[src/rtl/ec_pkg.sv]
// Shared types, constants and table builders for the envelope compander.
package ec_pkg;

    // Control bits that travel with one queued sample
    typedef struct packed {
        logic bypass;
        logic channel;
    } t_item_ctl;

    // Back-end sequencer states
    typedef enum logic [3:0] {
        ST_IDLE,
        ST_ENV_MUL,
        ST_ENV_UPD,
        ST_NORM,
        ST_LOG_TAB,
        ST_LOG_MUL,
        ST_LOG_ADD,
        ST_LEVEL,
        ST_SLOPE_MUL,
        ST_EXP_TAB,
        ST_EXP_MUL,
        ST_EXP_FIN,
        ST_SMOOTH_MUL,
        ST_SMOOTH_UPD,
        ST_OUT_MUL,
        ST_OUT_FIN
    } t_state;

    // Register indexes on the configuration port
    localparam logic [2:0] REG_BYPASS    = 3'd0;
    localparam logic [2:0] REG_THRESHOLD = 3'd1;
    localparam logic [2:0] REG_CSLOPE    = 3'd2;
    localparam logic [2:0] REG_ESLOPE    = 3'd3;
    localparam logic [2:0] REG_ATTACK    = 3'd4;
    localparam logic [2:0] REG_RELEASE   = 3'd5;

    // Register reset values
    localparam logic [22:0] THRESHOLD_RST = 23'd838861;
    localparam logic [15:0] CSLOPE_RST    = 16'd32768;
    localparam logic [15:0] ESLOPE_RST    = 16'd4096;
    localparam logic [23:0] ATTACK_RST    = 24'd16742300;
    localparam logic [23:0] RELEASE_RST   = 24'd16773721;

    // Arithmetic constants
    localparam logic [16:0] Q16_ONE     = 17'd65536;
    localparam logic [20:0] LOG2_FLOOR  = 21'd1088529;
    localparam logic [12:0] SMOOTH_KEEP = 13'd6554;

    // Integer square root, used only while building the exp table
    function automatic logic [63:0] isqrt64(input logic [63:0] v_in);
        logic [63:0] v;
        logic [63:0] res;
        logic [63:0] b;
        v   = v_in;
        res = 64'd0;
        b   = 64'd1 << 62;
        while (b > v) b = b >> 2;
        while (b != 64'd0) begin
            if (v >= res + b) begin
                v   = v - (res + b);
                res = (res >> 1) + b;
            end else begin
                res = res >> 1;
            end
            b = b >> 2;
        end
        return res;
    endfunction

    // log2(1 + i/2^ld) in Q16 by repeated squaring
    function automatic logic [16:0] log_entry(input int unsigned i, input int unsigned ld);
        logic [63:0] y;
        logic [63:0] r;
        y = (64'd1 << 30) + ((64'(i) << 30) >> ld);
        r = 64'd0;
        for (int k = 0; k < 20; k++) begin
            y = (y * y) >> 30;
            r = r << 1;
            if (y >= (64'd1 << 31)) begin
                y = y >> 1;
                r = r | 64'd1;
            end
        end
        return 17'((r + 64'd8) >> 4);
    endfunction

    // 2^(i/2^ld) in Q16 from iterated square roots of two
    function automatic logic [17:0] exp_entry(input int unsigned i, input int unsigned ld);
        logic [63:0] root [25];
        logic [63:0] f24;
        logic [63:0] acc;
        root[0] = 64'd1 << 31;
        for (int k = 1; k <= 24; k++) root[k] = isqrt64(root[k-1] << 30);
        f24 = (64'(i) << 24) >> ld;
        if (f24 >= (64'd1 << 24)) begin
            return 18'd131072;
        end
        acc = 64'd1 << 30;
        for (int k = 1; k <= 24; k++) begin
            if (f24[24-k]) acc = (acc * root[k]) >> 30;
        end
        return 18'((acc + 64'd8192) >> 14);
    endfunction

endpackage

[src/rtl/ec_front.sv]
// Front end: accepts samples, classifies them and queues them for the back end.
module ec_front #(
    parameter int SAMPLE_BITS = 24
) (
    input  logic                   i_clk,
    input  logic                   i_rst_n,
    input  logic                   i_s_valid,
    output logic                   o_s_ready,
    input  logic                   i_channel,
    input  logic [SAMPLE_BITS-1:0] i_sample,
    input  logic                   i_bypass,
    output logic                   o_q_valid,
    input  logic                   i_q_pop,
    output ec_pkg::t_item_ctl      o_q_ctl,
    output logic [SAMPLE_BITS-1:0] o_q_sample,
    output logic [SAMPLE_BITS-1:0] o_q_mag
);

    ec_pkg::t_item_ctl      r_ctl [2];
    logic [SAMPLE_BITS-1:0] r_smp [2];
    logic [SAMPLE_BITS-1:0] r_mag [2];
    logic                   r_wp;
    logic                   r_rp;
    logic [1:0]             r_cnt;
    logic                   w_push;
    logic                   w_pop;
    logic [SAMPLE_BITS-1:0] w_mag;

    // Magnitude of the incoming sample; full-scale negative maps to 2^(N-1)
    assign w_mag = i_sample[SAMPLE_BITS-1] ? SAMPLE_BITS'(-i_sample) : i_sample;

    assign o_s_ready = (r_cnt != 2'd2);
    assign w_push    = i_s_valid && o_s_ready;
    assign w_pop     = i_q_pop && o_q_valid;

    // Queue storage
    always_ff @(posedge i_clk) begin
        if (w_push) begin
            r_ctl[r_wp] <= '{bypass: i_bypass, channel: i_channel};
            r_smp[r_wp] <= i_sample;
            r_mag[r_wp] <= w_mag;
        end
    end

    // Queue pointers and fill count
    always_ff @(posedge i_clk) begin
        if (!i_rst_n) begin
            r_wp  <= 1'b0;
            r_rp  <= 1'b0;
            r_cnt <= 2'd0;
        end else begin
            if (w_push) r_wp <= ~r_wp;
            if (w_pop)  r_rp <= ~r_rp;
            r_cnt <= r_cnt + 2'(w_push) - 2'(w_pop);
        end
    end

    assign o_q_valid  = (r_cnt != 2'd0);
    assign o_q_ctl    = r_ctl[r_rp];
    assign o_q_sample = r_smp[r_rp];
    assign o_q_mag    = r_mag[r_rp];

endmodule

[config.mk]
export PLATFORM = sky130hd
export DESIGN_NAME = ec_front
export DESIGN_NICKNAME = d
export VERILOG_FILES = /design/src/rtl/ec_pkg.sv /design/src/rtl/ec_front.sv
export SDC_FILE = /design/constraint.sdc
export NUM_CORES = 1
export LEC_CHECK = 0
export BUFFER_PORTS_ARGS = -buffer_cell sky130_fd_sc_hd__buf_2
export CAP_MARGIN = 15
export CORE_UTILIZATION = 39
export CTS_BUF_LIST = sky130_fd_sc_hd__clkbuf_2
export CTS_CLUSTER_DIAMETER = 30
export DETAILED_ROUTE_END_ITERATION = 8
export GPL_TIMING_DRIVEN = 0
export PLACE_DENSITY = 0.59
export SLEW_MARGIN = 20
export SYNTH_ARGS = -nofsm -noshare
export SYNTH_HDL_FRONTEND = slang
export SYNTH_SLANG_ARGS = --single-unit
[constraint.sdc]
create_clock -name i_clk -period 4.25 [get_ports i_clk]
set_clock_uncertainty 0.05 [all_clocks]
set_input_delay 0.6375 -clock i_clk [delete_from_list [all_inputs] [get_ports i_clk]]
set_output_delay 0.6375 -clock i_clk [all_outputs]
set_load 0.01 [all_outputs]
==> impl_results.md <==
* Status: completed
* Ys Warns at 0
* WP buf/inv at 3
* Detailed Place HPWL at 5384 µm
* WL/cell at 16.33 µm
* Hold Buf Count CTS at 0
* Initial antenna violation count at 0
* # Post-CTS Setup Buffers at 0
* DR vias at 2372
* All-Layer GR Usage at 14.88%
* Non-Filler Instances at 485
* Tcrit/Tclk final at 72.56%
* CP Capture Type: primary output
* Grt total ovfl at 0
* Synth top area cells: edfxtp_1, mux2_2, xnor2_1
* Clock sink total at 103
* Max VDD drop at 0.0003457 V
* Crit start category: register
* Final Power at 2.496 mW
* I/O pin count at 82
* CTS tree: yes
* Switching Share at 30.72%
* Die width at 106.4 µm
* Fmax at 324.3 MHz
* Layout cells sized above 1 at 44.41%
* Max_cap viols at 0
* Largest family of logic cells by synthesized area: multiplexers
* Gate power share at 30.3%
* PortBufs at 81
* FF+latch count, synth at 103
* Unrepaired setup endpoints after global routing: false
* Worst-Skew Late Latency at 0.54 ns
* Placed cells at 469
* Register share of total power at 53.6%
* Initial core utilization at 40.61%
* Crit-path cells: buf_1, buf_2, mux2_2, buf_2
* Final slew viol count at 0
* Drt total wl at 7919 µm
* Clk root buf: clkbuf_2
* Die Y at 106.4 µm
* Arr. time, crit path at 2.40 ns
* Crit-path max FO at 10
* Via density at 4.891
* Core ar. at 10460 µm²
* Post-synthesis compound-gate area fraction at 2.650%
* PwrDens at 501.4 nW/µm²
* Post-synth EDFFs at 98
* N_diodes at 0
* Final Instance Area at 4979 µm²
* Hold Fails Final Rpt at 0
* Syn Inst Count at 250
* Max Root-Sink Buffers at 2
* Net switching power at 766.8 µW
* Async SR Flop Fraction at 0%
* First-pass GRT wire length at 12380 µm
* Max stage delay on crit path at 0.47 ns
* DRC violations left at 0
* Top delay family on crit path: buffers and inverters
* Synth Flop Type: edfxtp_1
* Area after DPL at 4885 µm²
* Post_cts resized at 0
* Yosys top cell by area: edfxtp_1
* DR pass1 iterations at 4
* Row cnt at 37
* 1st-iter DRT viols at 72
* Syn_nets at 283
* Top cell by count, worst path: buf_2
* Reg2reg path depth at 8
* Synth Area in XOR/XNOR at 5.153%
* Slowest stage cell, crit path: dfxtp_1
* Cell variety after synth at 32
* Post-synthesis mux area share at 12.99%
* Setup Crit Path Kind: reg2out
* Int Pwr at 1.730 mW
* Clock Power Share at 16.1%
* Vias in the first global route at 2413
* Avg Cell Area, Syn at 17.00 µm²
* Antenna-violating nets left at 0
* Final net count at 377
* Lkg Pwr at 1.733 nW
* Min-Delay Path Class: in2reg
* Final TNS setup at 0 ns
* Die Area at 11320 µm²
* Critical path depth in cells at 4
* Yosys top cell area share at 69.26%
* Clock slew at reported path FFs at 0.26 ns
* Final setup viols at 0
* Number of H-tree levels at 3
* Worst-margin pin slew at 0.7059 ns
* Post-layout min period at 3.084 ns
* RePlAce Congestion at 0.6643
* Mapped Area at 4249 µm²
* Max-slew headroom at 52.94%
* Layout area overhead at 17.17%
* Clock buffer count from CTS at 9
* Hold path depth at 1
* CP required at 3.56 ns
* Post-synthesis simple-gate area fraction at 5.624%
* Largest net degree at the start of global routing at 50
* Sequential fraction of the synthesis area at 71.61%
* Synth Area in Adders at 0.8834%
* Fillers at 960
==> power by group through the flow <==
stage	Combinational, mW	Clock, mW	Sequential [mW]
6_report	0.757	0.402	1.34
5_1_grt	0.830	0.445	1.35
4_1_cts	0.778	0.415	1.34
3_5_place_dp	0.774	0	1.36
3_3_place_gp	0.739	0	1.37
2_1_floorplan	0.474	0	1.36
==> per-layer routing <==
layer  part of all wire [%]  up-vias  global-route usage (%)
li1                       -     1140                       -
met1                     45     1162                   19.31
met2                     50       59                   24.30
met3                    4.1       11                   2.759
met4                    1.7        0                   6.548
met5                      0        -                       0
==> per-stage QoR <==
step           hold WS (ns)  setup slack (ns)  util, %
2_1_floorplan        0.4542            0.9535        -
3_3_place_gp         0.4730           -0.4345    46.11
3_5_place_dp         0.4839             1.540    46.69
4_1_cts              0.1514             1.037    47.58
5_1_grt              0.1461            0.9457    47.58
6_report             0.2003             1.166    47.58
==> layout by cell type (no fill, tap or decap), drive strengths merged, types with 2 or more instances in the layout <==
master | netlist | layout
and2 | 4 | 4
ha | 3 | 3
inv | 3 | 4
o21ai | 7 | 7
buf | 5 | 88
nand2b | 2 | 2
nand3 | 5 | 5
clkinv | 0 | 3
o41ai | 2 | 2
dfxtp | 5 | 5
nor3 | 5 | 5
o31ai | 7 | 7
nor2 | 3 | 3
mux2 | 49 | 49
edfxtp | 98 | 98
xnor2 | 25 | 25
nand2 | 11 | 11
nor2b | 2 | 2
clkinvlp | 0 | 3
or2 | 2 | 2
nor4 | 3 | 3
clkbuf | 3 | 12
==> synthesized netlist by cell type (all sizes together), types with 3 or more instances <==
master	instances
xnor2	25
mux2	49
ha	3
dfxtp	5
nor2	3
buf	5
nor4	3
nand2	11
o31ai	7
edfxtp	98
and2	4
o21ai	7
inv	3
nand3	5
clkbuf	3
nor3	5
==> sequential cells by signal, indices dropped and copies added (netlist names), named ones only <==
signal,count
r_ctl,4
r_smp,48
r_wp,1
r_rp,1
r_mag,46
r_cnt,2
==> path summary, 6_finish.rpt <==
check	from	to	slack, ns
setup / recovery	register	o_q_sample[13]	1.17
hold / removal	i_bypass	r_ctl[1][1]	0.20
setup reg to reg	r_cnt[1]	r_cnt[1]	2.38
hold reg to reg	r_rp	r_rp	0.52
==> cell type report <==
class	instances	area [µm²]	area share (%)
buffer	8	35.03	0.7037
clock buffer	9	45.04	0.9048
clock inverter	7	48.80	0.9801
inverter	3	11.26	0.2262
multi-input combinational	136	1172	23.55
sequential	103	3043	61.12
tap	136	170.2	3.418
timing repair buffer	83	452.9	9.098
==> logic make-up (layout without fill, tap and decap cells) <==
kind of cell / count (synthesis) / count (layout)
adders and majority gates: 3 / 3
AOI/OAI and AO/OA: 16 / 16
muxes: 49 / 49
and+or+nand+nor: 43 / 43
buffers and inverters: 11 / 110
xor gates and xnor gates: 25 / 25
DFF: 103 / 103
Note: power is estimated with default switching activity, not from simulation.
